===== config.mk =====
export PLATFORM = sky130hd
export DESIGN_NAME = sorted_sequence_intersection_top
export DESIGN_NICKNAME = d
export VERILOG_FILES = /design/src/rtl/ssi_pkg.sv /design/src/rtl/sorted_sequence_intersection_top.sv /design/src/rtl/ssi_ram.sv /design/src/rtl/ssi_walk.sv
export SDC_FILE = /design/constraint.sdc
export NUM_CORES = 2
export LEC_CHECK = 0
export BUFFER_PORTS_ARGS = -buffer_cell sky130_fd_sc_hd__buf_2
export CORE_UTILIZATION = 60
export CTS_CLUSTER_SIZE = 28
export DETAILED_ROUTE_END_ITERATION = 6
export GPL_TIMING_DRIVEN = 0
export PLACE_DENSITY = 0.79
export SYNTH_ARGS = -nofsm -noshare
export SYNTH_HDL_FRONTEND = slang
export SYNTH_HIERARCHICAL = 1
export SYNTH_SLANG_ARGS = --single-unit

===== constraint.sdc =====
create_clock -name clk -period 5.7 [get_ports clk]
set_input_delay 0.57 -clock clk [delete_from_list [all_inputs] [get_ports clk]]
set_output_delay 0.57 -clock clk [all_outputs]
set_load 0.01 [all_outputs]

===== src/rtl/ssi_pkg.sv =====
// ssi_pkg: shared types and constants of the sorted sequence intersection block
// used by ssi_walk and sorted_sequence_intersection_top; no dependencies
package ssi_pkg;

  localparam int DATA_W = 32;

  // bit positions in the tuser words
  localparam int IN_USER_SEL    = 0;
  localparam int OUT_USER_EMPTY = 0;
  localparam int OUT_USER_OVF   = 1;
  localparam int OUT_USER_W     = 2;

  typedef struct packed {
    logic start;
    logic cut;
  } walk_ctl_t;

  typedef struct packed {
    logic busy;
    logic finish;
  } walk_stat_t;

endpackage


===== src/rtl/sorted_sequence_intersection_top.sv =====
// Sorted sequence intersection. Input beats are loaded one per cycle into two stores
// (one ram each); a beat with tlast closes its sequence, and the beat that closes the
// second open sequence starts a merge walk. The walk takes one pointer step per cycle,
// each step one read of both rams and one compare, and then one closing step; it is held
// longer only while the output is stalled. No input beat is taken during the walk.
// Output beats carry the common values in order, tlast on the final one, or one
// empty-flagged beat when nothing matched.
// depends on ssi_pkg, ssi_ram, ssi_walk
module sorted_sequence_intersection_top #(
  parameter int SEQ_DEPTH  = 64,
  parameter int VALUE_BITS = 32
) (
  input  logic                              clk,
  input  logic                              rst,
  input  logic                              s_tvalid,
  output logic                              s_tready,
  input  logic [ssi_pkg::DATA_W-1:0]        s_tdata,   // value
  input  logic                              s_tlast,   // is_end
  input  logic [0:0]                        s_tuser,   // list_select
  output logic                              m_tvalid,
  input  logic                              m_tready,
  output logic [ssi_pkg::DATA_W-1:0]        m_tdata,   // common_value
  output logic                              m_tlast,   // last_of_run
  output logic [ssi_pkg::OUT_USER_W-1:0]    m_tuser    // is_empty, overflowed
);

  localparam int CNT_W  = $clog2(SEQ_DEPTH + 1);
  localparam int ADDR_W = $clog2(SEQ_DEPTH);

  logic [CNT_W-1:0]      count_a;
  logic [CNT_W-1:0]      count_b;
  logic                  done_a;
  logic                  done_b;
  logic                  cut;

  logic                  accept;
  logic                  sel;
  logic                  side_done;
  logic                  side_full;
  logic                  wr_a;
  logic                  wr_b;
  logic                  start;
  logic [VALUE_BITS-1:0] wr_data;
  logic [ADDR_W-1:0]     rd_addr_a;
  logic [ADDR_W-1:0]     rd_addr_b;
  logic [VALUE_BITS-1:0] rd_data_a;
  logic [VALUE_BITS-1:0] rd_data_b;

  ssi_pkg::walk_ctl_t    ctl;
  ssi_pkg::walk_stat_t   stat;

  assign s_tready  = !stat.busy;
  assign accept    = s_tvalid && s_tready;
  assign sel       = s_tuser[ssi_pkg::IN_USER_SEL];
  assign side_done = sel ? done_b : done_a;
  assign side_full = sel ? (count_b >= CNT_W'(SEQ_DEPTH)) : (count_a >= CNT_W'(SEQ_DEPTH));
  assign wr_a      = accept && !sel && !done_a && !s_tlast && !side_full;
  assign wr_b      = accept && sel && !done_b && !s_tlast && !side_full;
  assign start     = accept && s_tlast && !side_done && (sel ? done_a : done_b);
  assign wr_data   = VALUE_BITS'(s_tdata);

  assign ctl.start = start;
  assign ctl.cut   = cut;

  always_ff @(posedge clk) begin
    if (rst || stat.finish) begin
      count_a <= '0;
      count_b <= '0;
      done_a  <= 1'b0;
      done_b  <= 1'b0;
      cut     <= 1'b0;
    end else if (accept && !side_done) begin
      if (s_tlast) begin
        if (sel) begin
          done_b <= 1'b1;
        end else begin
          done_a <= 1'b1;
        end
      end else if (side_full) begin
        cut <= 1'b1;
      end else if (sel) begin
        count_b <= count_b + 1'b1;
      end else begin
        count_a <= count_a + 1'b1;
      end
    end
  end

  ssi_ram #(
    .WIDTH (VALUE_BITS),
    .DEPTH (SEQ_DEPTH)
  ) u_store_a (
    .clk     (clk),
    .wr_en   (wr_a),
    .wr_addr (count_a[ADDR_W-1:0]),
    .wr_data (wr_data),
    .rd_addr (rd_addr_a),
    .rd_data (rd_data_a)
  );

  ssi_ram #(
    .WIDTH (VALUE_BITS),
    .DEPTH (SEQ_DEPTH)
  ) u_store_b (
    .clk     (clk),
    .wr_en   (wr_b),
    .wr_addr (count_b[ADDR_W-1:0]),
    .wr_data (wr_data),
    .rd_addr (rd_addr_b),
    .rd_data (rd_data_b)
  );

  ssi_walk #(
    .SEQ_DEPTH  (SEQ_DEPTH),
    .VALUE_BITS (VALUE_BITS)
  ) u_walk (
    .clk       (clk),
    .rst       (rst),
    .ctl       (ctl),
    .count_a   (count_a),
    .count_b   (count_b),
    .rd_addr_a (rd_addr_a),
    .rd_addr_b (rd_addr_b),
    .rd_data_a (rd_data_a),
    .rd_data_b (rd_data_b),
    .stat      (stat),
    .out_valid (m_tvalid),
    .out_ready (m_tready),
    .out_data  (m_tdata),
    .out_last  (m_tlast),
    .out_empty (m_tuser[ssi_pkg::OUT_USER_EMPTY]),
    .out_ovf   (m_tuser[ssi_pkg::OUT_USER_OVF])
  );

endmodule


===== src/rtl/ssi_ram.sv =====
// ssi_ram: generic simple dual-port ram, one write port and one registered read port
// no dependencies
module ssi_ram #(
  parameter int WIDTH = 32,
  parameter int DEPTH = 64
) (
  input  logic                     clk,
  input  logic                     wr_en,
  input  logic [$clog2(DEPTH)-1:0] wr_addr,
  input  logic [WIDTH-1:0]         wr_data,
  input  logic [$clog2(DEPTH)-1:0] rd_addr,
  output logic [WIDTH-1:0]         rd_data
);

  logic [WIDTH-1:0] mem [DEPTH];

  always_ff @(posedge clk) begin
    if (wr_en) begin
      mem[wr_addr] <= wr_data;
    end
    rd_data <= mem[rd_addr];
  end

endmodule


===== src/rtl/ssi_walk.sv =====
// ssi_walk: two-pointer merge walk over both stores with a held match and an output register
// depends on ssi_pkg; reads the stores held in sorted_sequence_intersection_top
module ssi_walk #(
  parameter int SEQ_DEPTH  = 64,
  parameter int VALUE_BITS = 32
) (
  input  logic                               clk,
  input  logic                               rst,
  input  ssi_pkg::walk_ctl_t                 ctl,
  input  logic [$clog2(SEQ_DEPTH+1)-1:0]     count_a,
  input  logic [$clog2(SEQ_DEPTH+1)-1:0]     count_b,
  output logic [$clog2(SEQ_DEPTH)-1:0]       rd_addr_a,
  output logic [$clog2(SEQ_DEPTH)-1:0]       rd_addr_b,
  input  logic [VALUE_BITS-1:0]              rd_data_a,
  input  logic [VALUE_BITS-1:0]              rd_data_b,
  output ssi_pkg::walk_stat_t                stat,
  output logic                               out_valid,
  input  logic                               out_ready,
  output logic [ssi_pkg::DATA_W-1:0]         out_data,
  output logic                               out_last,
  output logic                               out_empty,
  output logic                               out_ovf
);

  localparam int CNT_W  = $clog2(SEQ_DEPTH + 1);
  localparam int ADDR_W = $clog2(SEQ_DEPTH);

  typedef enum logic {IDLE, WALK} state_t;

  state_t                     state;
  logic [CNT_W-1:0]           i;
  logic [CNT_W-1:0]           j;
  logic [CNT_W-1:0]           i_next;
  logic [CNT_W-1:0]           j_next;
  logic [ssi_pkg::DATA_W-1:0] held;
  logic                       have_held;

  logic in_range;
  logic slot_free;
  logic take;
  logic push;
  logic push_last;
  logic finish;

  always_comb begin
    in_range  = (i < count_a) && (j < count_b);
    slot_free = !out_valid || out_ready;
    i_next    = i;
    j_next    = j;
    take      = 1'b0;
    push      = 1'b0;
    push_last = 1'b0;
    finish    = 1'b0;
    if (state == WALK) begin
      if (!in_range) begin
        if (slot_free) begin
          push      = 1'b1;
          push_last = 1'b1;
          finish    = 1'b1;
          i_next    = '0;
          j_next    = '0;
        end
      end else if (rd_data_a < rd_data_b) begin
        i_next = i + 1'b1;
      end else if (rd_data_a > rd_data_b) begin
        j_next = j + 1'b1;
      end else if (!have_held || slot_free) begin
        take   = 1'b1;
        push   = have_held;
        i_next = i + 1'b1;
        j_next = j + 1'b1;
      end
    end
  end

  assign rd_addr_a   = i_next[ADDR_W-1:0];
  assign rd_addr_b   = j_next[ADDR_W-1:0];
  assign stat.busy   = (state == WALK);
  assign stat.finish = finish;

  always_ff @(posedge clk) begin
    if (rst) begin
      state     <= IDLE;
      i         <= '0;
      j         <= '0;
      have_held <= 1'b0;
      out_valid <= 1'b0;
    end else begin
      i <= i_next;
      j <= j_next;
      case (state)
        IDLE: begin
          if (ctl.start) begin
            state <= WALK;
          end
        end
        WALK: begin
          if (finish) begin
            state     <= IDLE;
            have_held <= 1'b0;
          end else if (take) begin
            have_held <= 1'b1;
          end
        end
        default: begin
          state <= IDLE;
        end
      endcase
      if (push) begin
        out_valid <= 1'b1;
      end else if (out_ready) begin
        out_valid <= 1'b0;
      end
    end
  end

  always_ff @(posedge clk) begin
    if (take) begin
      held <= ssi_pkg::DATA_W'(rd_data_a);
    end
    if (push) begin
      out_data  <= (push_last && !have_held) ? '0 : held;
      out_last  <= push_last;
      out_empty <= push_last && !have_held;
      out_ovf   <= ctl.cut;
    end
  end

  a_ptr_bound: assert property (@(posedge clk) disable iff (rst)
    state == WALK |-> (i <= count_a) && (j <= count_b))
    else $error("walk pointer past fill count");

  a_empty_last: assert property (@(posedge clk) disable iff (rst)
    out_valid && out_empty |-> out_last && (out_data == '0))
    else $error("empty beat not last or not zero");

  a_start_walk: assert property (@(posedge clk) disable iff (rst)
    state == IDLE && ctl.start |=> state == WALK)
    else $error("start did not begin walk");

  a_finish_idle: assert property (@(posedge clk) disable iff (rst)
    finish |=> state == IDLE && i == '0 && j == '0 && !have_held && out_valid && out_last)
    else $error("walk did not close cleanly");

endmodule

======== Word-level counts from Yosys, hierarchy flattened ========
Memories as Yosys holds them, arrays and structs flattened. A register that Yosys moved wholly into a read port is not among the register bits.
Index checks and enable logic that the tools add are counted.
word-level totals
  flip-flop bits (word level) ............. 101
  memory bits (writable) .................. 4096
  input bits .............................. 38
  output and inout port bits .............. 37
  memories ................................ 2
memory list
  name           depth  bits a word  rd ports  clocked after Yosys merged registers in  wr ports  RTL line       text
  u_store_a.mem  64     32           1         1                                        1         ssi_ram.sv:15  logic [WIDTH-1:0] mem [DEPTH];
  u_store_b.mem  64     32           1         1                                        1         ssi_ram.sv:15
operators by class
  add/subtract/negate cells ............... 4
  magnitude comparators ................... 6
  equal/unequal tests ..................... 4
  muxes and demuxes ....................... 39
  bitwise operators ....................... 4
  reductions and logical operators ........ 38
operators by type and width
  cell                                                      count
  2-to-1 mux 7 bit                                          10
  greater-than comparator 32 bit                            1
  < comparator 32 bit                                       1
  adder 7 x 1 -> 7 bit, second input constant               4
  2-to-1 mux 1 bit                                          26
  AND reduction 4 bit                                       4
  logical AND 1 bit                                         15
  greater-or-equal comparator 7 bit, second input constant  2
  < comparator 7 bit                                        2
  2-to-1 mux 6 bit                                          2
  logical NOT 1 bit                                         9
  inequality test 3 bit, second input constant              3
  AND reduction 3 bit                                       3
  nonzero test 2 bit                                        3
  NOT 1 bit                                                 4
  logical OR 1 bit                                          3
  inequality test 2 bit, second input constant              1
  case mux 1 bit (2 select lines)                           1
  AND reduction 2 bit                                       1

======== Depth between registers and ports, before layout ========
  depth in word-level cells ............... 10
  depth in mapped cells ................... 20

======== Hierarchy ========
The synthesis kept the hierarchy.
modules (own cells, without submodules)
  module                            times used  cells each  area an instance (um2)  seq. area each (um2)
  ssi_ram                           2           3324        78515.3                 62139.6
  ssi_walk                          1           396         4469.3                  2352.3
  sorted_sequence_intersection_top  1           104         875.8                   340.3

======== Worst setup path before layout ========
Ideal clock, no wire load.
  path type ............................... input to register
  from .................................... input port s_tlast
  to ...................................... memory u_store_a.mem[48][0] (enable)
  setup time .............................. 461 ps
  arrival time ............................ 4136 ps
  slack ................................... 1103 ps
  stages on the path ...................... 7
  path buffers ............................ 2
  cell sequence ........................... or3b_1 > buf_2 > clkbuf_1 > nor2_1 > nor2b_1 > nand4b_1 > nor3_1
between the ends
  cells in the longest elaborated chain, start to end .. 5
ends and longest elaborated chain
  what                                    RTL line                                text
  from (decl)                             sorted_sequence_intersection_top.sv:18  input logic s_tlast,
  logical NOT 1 bit                       sorted_sequence_intersection_top.sv:57  assign wr_a = accept && !sel && !done_a && !s_tlast && !side_full;
  logical AND 1 bit (2 in series)         sorted_sequence_intersection_top.sv:57
  net wr_a                                sorted_sequence_intersection_top.sv:40  logic wr_a;
  2-to-1 mux 1 bit                        ssi_ram.sv:18                           if (wr_en) begin
  2-to-1 mux 1 bit (not written as such)  ssi_ram.sv:19                           mem[wr_addr] <= wr_data;
  to (decl)                               ssi_ram.sv:15
The timed path passes the listed nets, and every way through them passes these cells.

======== Worst setup path after layout ========
  from .................................... register u_store_a.rd_data[25] (read register of u_store_a.mem)
  to ...................................... register u_store_a.rd_data[12] (read register of u_store_a.mem)
between the ends
  cells in the longest elaborated chain, start to end .. 5
  elaborated cells on any way between the ends .. 6
  classes of those cells .................. order compare: 2; mux: 4
ends and longest elaborated chain
  what                            RTL line                                text
  from (decl)                     ssi_ram.sv:12                           output logic [WIDTH-1:0] rd_data
  greater-than comparator 32 bit  ssi_walk.sv:65                          end else if (rd_data_a > rd_data_b) begin
  2-to-1 mux 7 bit                ssi_walk.sv:65
  2-to-1 mux 7 bit *              ssi_walk.sv:63                          end else if (rd_data_a < rd_data_b) begin
  2-to-1 mux 7 bit *              ssi_walk.sv:55                          if (!in_range) begin
  2-to-1 mux 6 bit *              ssi_walk.sv:54                          if (state == WALK) begin
  net rd_addr_a[2]                sorted_sequence_intersection_top.sv:44  logic [ADDR_W-1:0] rd_addr_a;
Mark *: on every way through the listed nets, which the timed path passes. The rest lies on a longest branch. The select of a mux whose other input is x is not followed.
A chain may end at the register's enable or synchronous reset.

==> flow_summary.yaml <==
place:
  io_buffers: 73
  place.gp.congestion: 0.958
  place_ws_ps: -1210
  hpwlAfterDp_um: 307000
  dpl.cell_count: 10959
clocking:
  cts-buffers-inserted: 396
  path_clk_slew_ps: 70
  cts_max_level: 5
  insertion_delay_ps: 940
  cts_tree: "built"
  cts_sinks: 4261
  clock_path_buffers: 4
  root_buffer: "clkbuf_16"
yosys:
  synth_cell_type_count: 71
  synth-async-reset-ratio: 0
  synth.mux.area_fraction: 0.163
  syn_area_mm2: 0.162
  synth_compound_area_frac: 0.0194
  postSynthAreaPerCell_um2: 22.7
  synth_top_family_by_area: "multiplexers"
  netlist_instances: 7148
  synth_fa_ha_area_frac: 0.00370
  yosys.area_share.simple: 0.0187
  synthFlopType: "edfxtp_1"
  synth_fp_nets: 7234
  ys_seq_area_frac: 0.782
  yosys_warnings: 6
  synth_edf_count: 4163
  synthXorXnorAreaFrac: 0.000108
  synth_seq_cells: 4261
drt:
  antenna_left: 0
  drt_iter0_markers: 16808
  dr_total_vias: 89884
  first_pass_iters: 7
  drt-total-wl_um: 528000
  wl_per_cell_um: 45.1
  via_per_inst: 7.67
  route.detailed.drc: 5
power_and_ir_drop:
  clockPowerShare: 0.430
  leakage_nw: 56.6
  intPower_mw: 49.3
  switchingPower_mw: 12.6
  power_frac_seq: 0.556
  power_frac_comb: 0.014
  power.density_mw_per_mm2: 332
  peakVddDrop_v: 0.000272
  swShare: 0.203
timing:
  slew_viol_final: 47
  rsz0062_at_grt: "true"
  slew_headroom: -0.0373
  worst_pin_slew_ps: 1560
  fmax_mhz: 168
  skew_ps: 59.0
  finalCritPeriodShare: 1.04
  layout_setup_ws_ps: -241
  period_minus_slack_ps: 5940
  finalSetupViolations: 38
  hold_viol: 0
worst_setup_path:
  endpoint_kind: "flop"
  crit_type: "flop to flop"
  crit_fanout: 10
  startpoint_type: "flop"
  critPathArrivalTime_ps: 6740
  critPathRequiredTime_ps: 6500
  crit_chain: "ha_1 -> nand4_1 -> or4_4 -> nor3_4 -> a41oi_2 -> and4bb_1 -> mux2i_1 -> buf_2 -> clkbuf_4 -> buf_4 -> buf_4 -> nand2_2 -> o22ai_1 -> nor2_1 -> a21oi_1 -> nor2_1"
  cp_slowest_cell: "or4_4"
  worst_path_largest_cell_delay_ps: 620
grt:
  overflow: 0
  grt_pass1_vias: 88836
  grt_first_pass_wirelength_um: 713000
  grtUsageTotal: 0.389
  antenna_found_initial: 33
  grt_max_degree: 103
floorplan:
  initial_utilization: 0.604
  chipHeight_um: 522
  fp.dieW_um: 522
  io_pins: 75
  rows: 190
  die_area_mm2: 0.273
  core_region_area_mm2: 0.269
finish:
  finalNonFillerCells: 11720
  area_growth_syn_to_layout_pct: 14.8
  layout-drive-gt1-share: 0.311
  nets: 7897
status:
  violations: "DRC, capacitance limit, slew limit, setup timing"
  status: "complete, but fails checks"
min_path:
  hold_path.class: "input pin to flop"
flow_run:
  max_cap_violations: 2
## cells in the final DEF (no fill, tap or decap), types with 71 or more instances in the layout
cell / netlist / final
mux2i_1: 201 / 189
o22ai_1: 168 / 145
edfxtp_1: 4163 / 4163
clkinv_2: 0 / 81
buf_2: 116 / 107
a21oi_1: 151 / 105
clkinv_1: 0 / 73
nor2b_1: 71 / 71
buf_4: 52 / 123
nor2_4: 0 / 131
nand2_1: 86 / 80
buf_12: 0 / 116
clkbuf_16: 0 / 403
mux4_2: 1088 / 1088
nor2_1: 302 / 152
dfxtp_1: 98 / 85
clkbuf_1: 155 / 138
## cell usage after synthesis, types with 6 or more instances
master | n | share of area
dfxtp_1 | 98 | 0.012
or4_1 | 6 | 0.00028
nor3_1 | 22 | 0.00068
clkbuf_1 | 155 | 0.0036
a21oi_1 | 151 | 0.0047
nand3_1 | 22 | 0.00068
buf_1 | 42 | 0.00097
ha_1 | 48 | 0.0037
a311oi_1 | 16 | 0.00086
o31ai_1 | 6 | 0.00028
nand2b_1 | 23 | 0.00089
nand4_1 | 15 | 0.00058
nand2_1 | 86 | 0.0020
buf_6 | 12 | 0.00083
a22oi_1 | 24 | 0.0011
a31oi_1 | 6 | 0.00023
a41o_1 | 8 | 0.00049
mux2i_1 | 201 | 0.012
nor2_1 | 302 | 0.0070
or3b_1 | 7 | 0.00038
or3_1 | 13 | 0.00050
or3b_2 | 6 | 0.00032
and3_1 | 12 | 0.00046
inv_1 | 59 | 0.0014
nand3b_1 | 10 | 0.00046
mux4_2 | 1088 | 0.15
buf_2 | 116 | 0.0036
nor2b_1 | 71 | 0.0027
o22ai_1 | 168 | 0.0065
buf_4 | 52 | 0.0024
o32ai_1 | 9 | 0.00049
o21ai_0 | 13 | 0.00040
and2_1 | 6 | 0.00023
o221ai_1 | 55 | 0.0030
edfxtp_1 | 4163 | 0.77
## registers in the layout (all words and copies together), names as in the netlist
signal	flops
u_walk/have_held	1
done_b	1
u_store_b/mem	2048
u_walk/j	7
cut	1
u_walk/out_valid	1
u_walk/i	7
u_store_a/mem	2048
u_store_a/rd_data	32
u_walk/out_empty	1
u_walk/out_data	32
done_a	1
u_walk/out_ovf	1
u_store_b/rd_data	32
count_b	7
count_a	7
u_walk/state	1
u_walk/held	32
u_walk/out_last	1
## worst max-delay path: cells and delay by family, from the launching register on
family	cells	cell delay [ps]
fa+ha+maj	1	360
buf+inv	4	1310
mux	1	280
compound gates	3	1130
simple gates	7	2210
flops	1	440
## routing by layer
layer	global-route usage	up-vias	part of all wire
li1	-	31708	-
met1	0.464	45163	0.29
met2	0.584	10310	0.45
met3	0.152	2679	0.17
met4	0.277	24	0.093
met5	0.00105	-	0.00041
## cell families after synthesis
| logic type | after synthesis |
|---|---|
| buf+inv | 437 |
| flops | 4261 |
| fa+ha+maj | 48 |
| simple gates | 629 |
| mux | 1290 |
| xor+xnor | 2 |
| compound gates | 481 |
## through the flow
stage	utilization	total power [mW]	hold slack, ps	cell area, um2	setup TNS [ps]
after detailed placement	0.641	35.9	424	172000	-53650
after global placement	0.622	35.8	424	167000	-2623340
after CTS	0.692	61.8	35.3	186000	-39.7
after global routing	0.694	62.9	76.9	186000	-486
after floorplan	-	35.2	408	162000	0
final	0.694	61.9	66.2	186000	-3310
## area by class of cell
| type | instances | area [um2] |
|---|---|---|
| Antenna cell | 28 | 70.1 |
| Sequential cell | 4261 | 127000 |
| Clock buffer | 490 | 10500 |
| Fill cell | 14553 | 82200 |
| Timing Repair Buffer | 274 | 4550 |
| Tap cell | 3552 | 4440 |
| Buffer | 369 | 2360 |
| Clock inverter | 237 | 2220 |
| Multi-Input combinational cell | 2450 | 35100 |
| Inverter | 59 | 221 |
## path summary, 6_finish.rpt
| path | to | depth (start not counted) | start | slack [ps] |
|---|---|---|---|---|
| min reg2reg | u_walk/held[21] | 0 | u_store_a/rd_data[21] | 440 |
| min | u_store_b/mem[58][31] | 1 | s_tdata[31] | 70 |
| max | u_store_a/rd_data[12] | 16 | u_store_a/rd_data[25] | -240 |
| max reg2reg | u_store_a/rd_data[12] | 16 | u_store_a/rd_data[25] | -240 |
## timing repair
item / CTS / global route
hold endpoints to repair: 3 / 0
setup endpoints to repair: 64 / 63
pin swaps: 3 / 2
hold buffers: 4 / 0
resized for setup: 310 / 218
buffers inserted: 10 / 1
## power groups by stage
| stage | Clock, mW | Sequential, mW | Combinational [mW] |
|---|---|---|---|
| after floorplan | 0 | 35.1 | 0.109 |
| after global placement | 0 | 35.1 | 0.650 |
| after detailed placement | 0 | 35.1 | 0.799 |
| after CTS | 26.5 | 34.4 | 0.821 |
| after global routing | 27.6 | 34.4 | 0.866 |
| final | 26.6 | 34.4 | 0.853 |
Power figures use the tool's default switching activity.
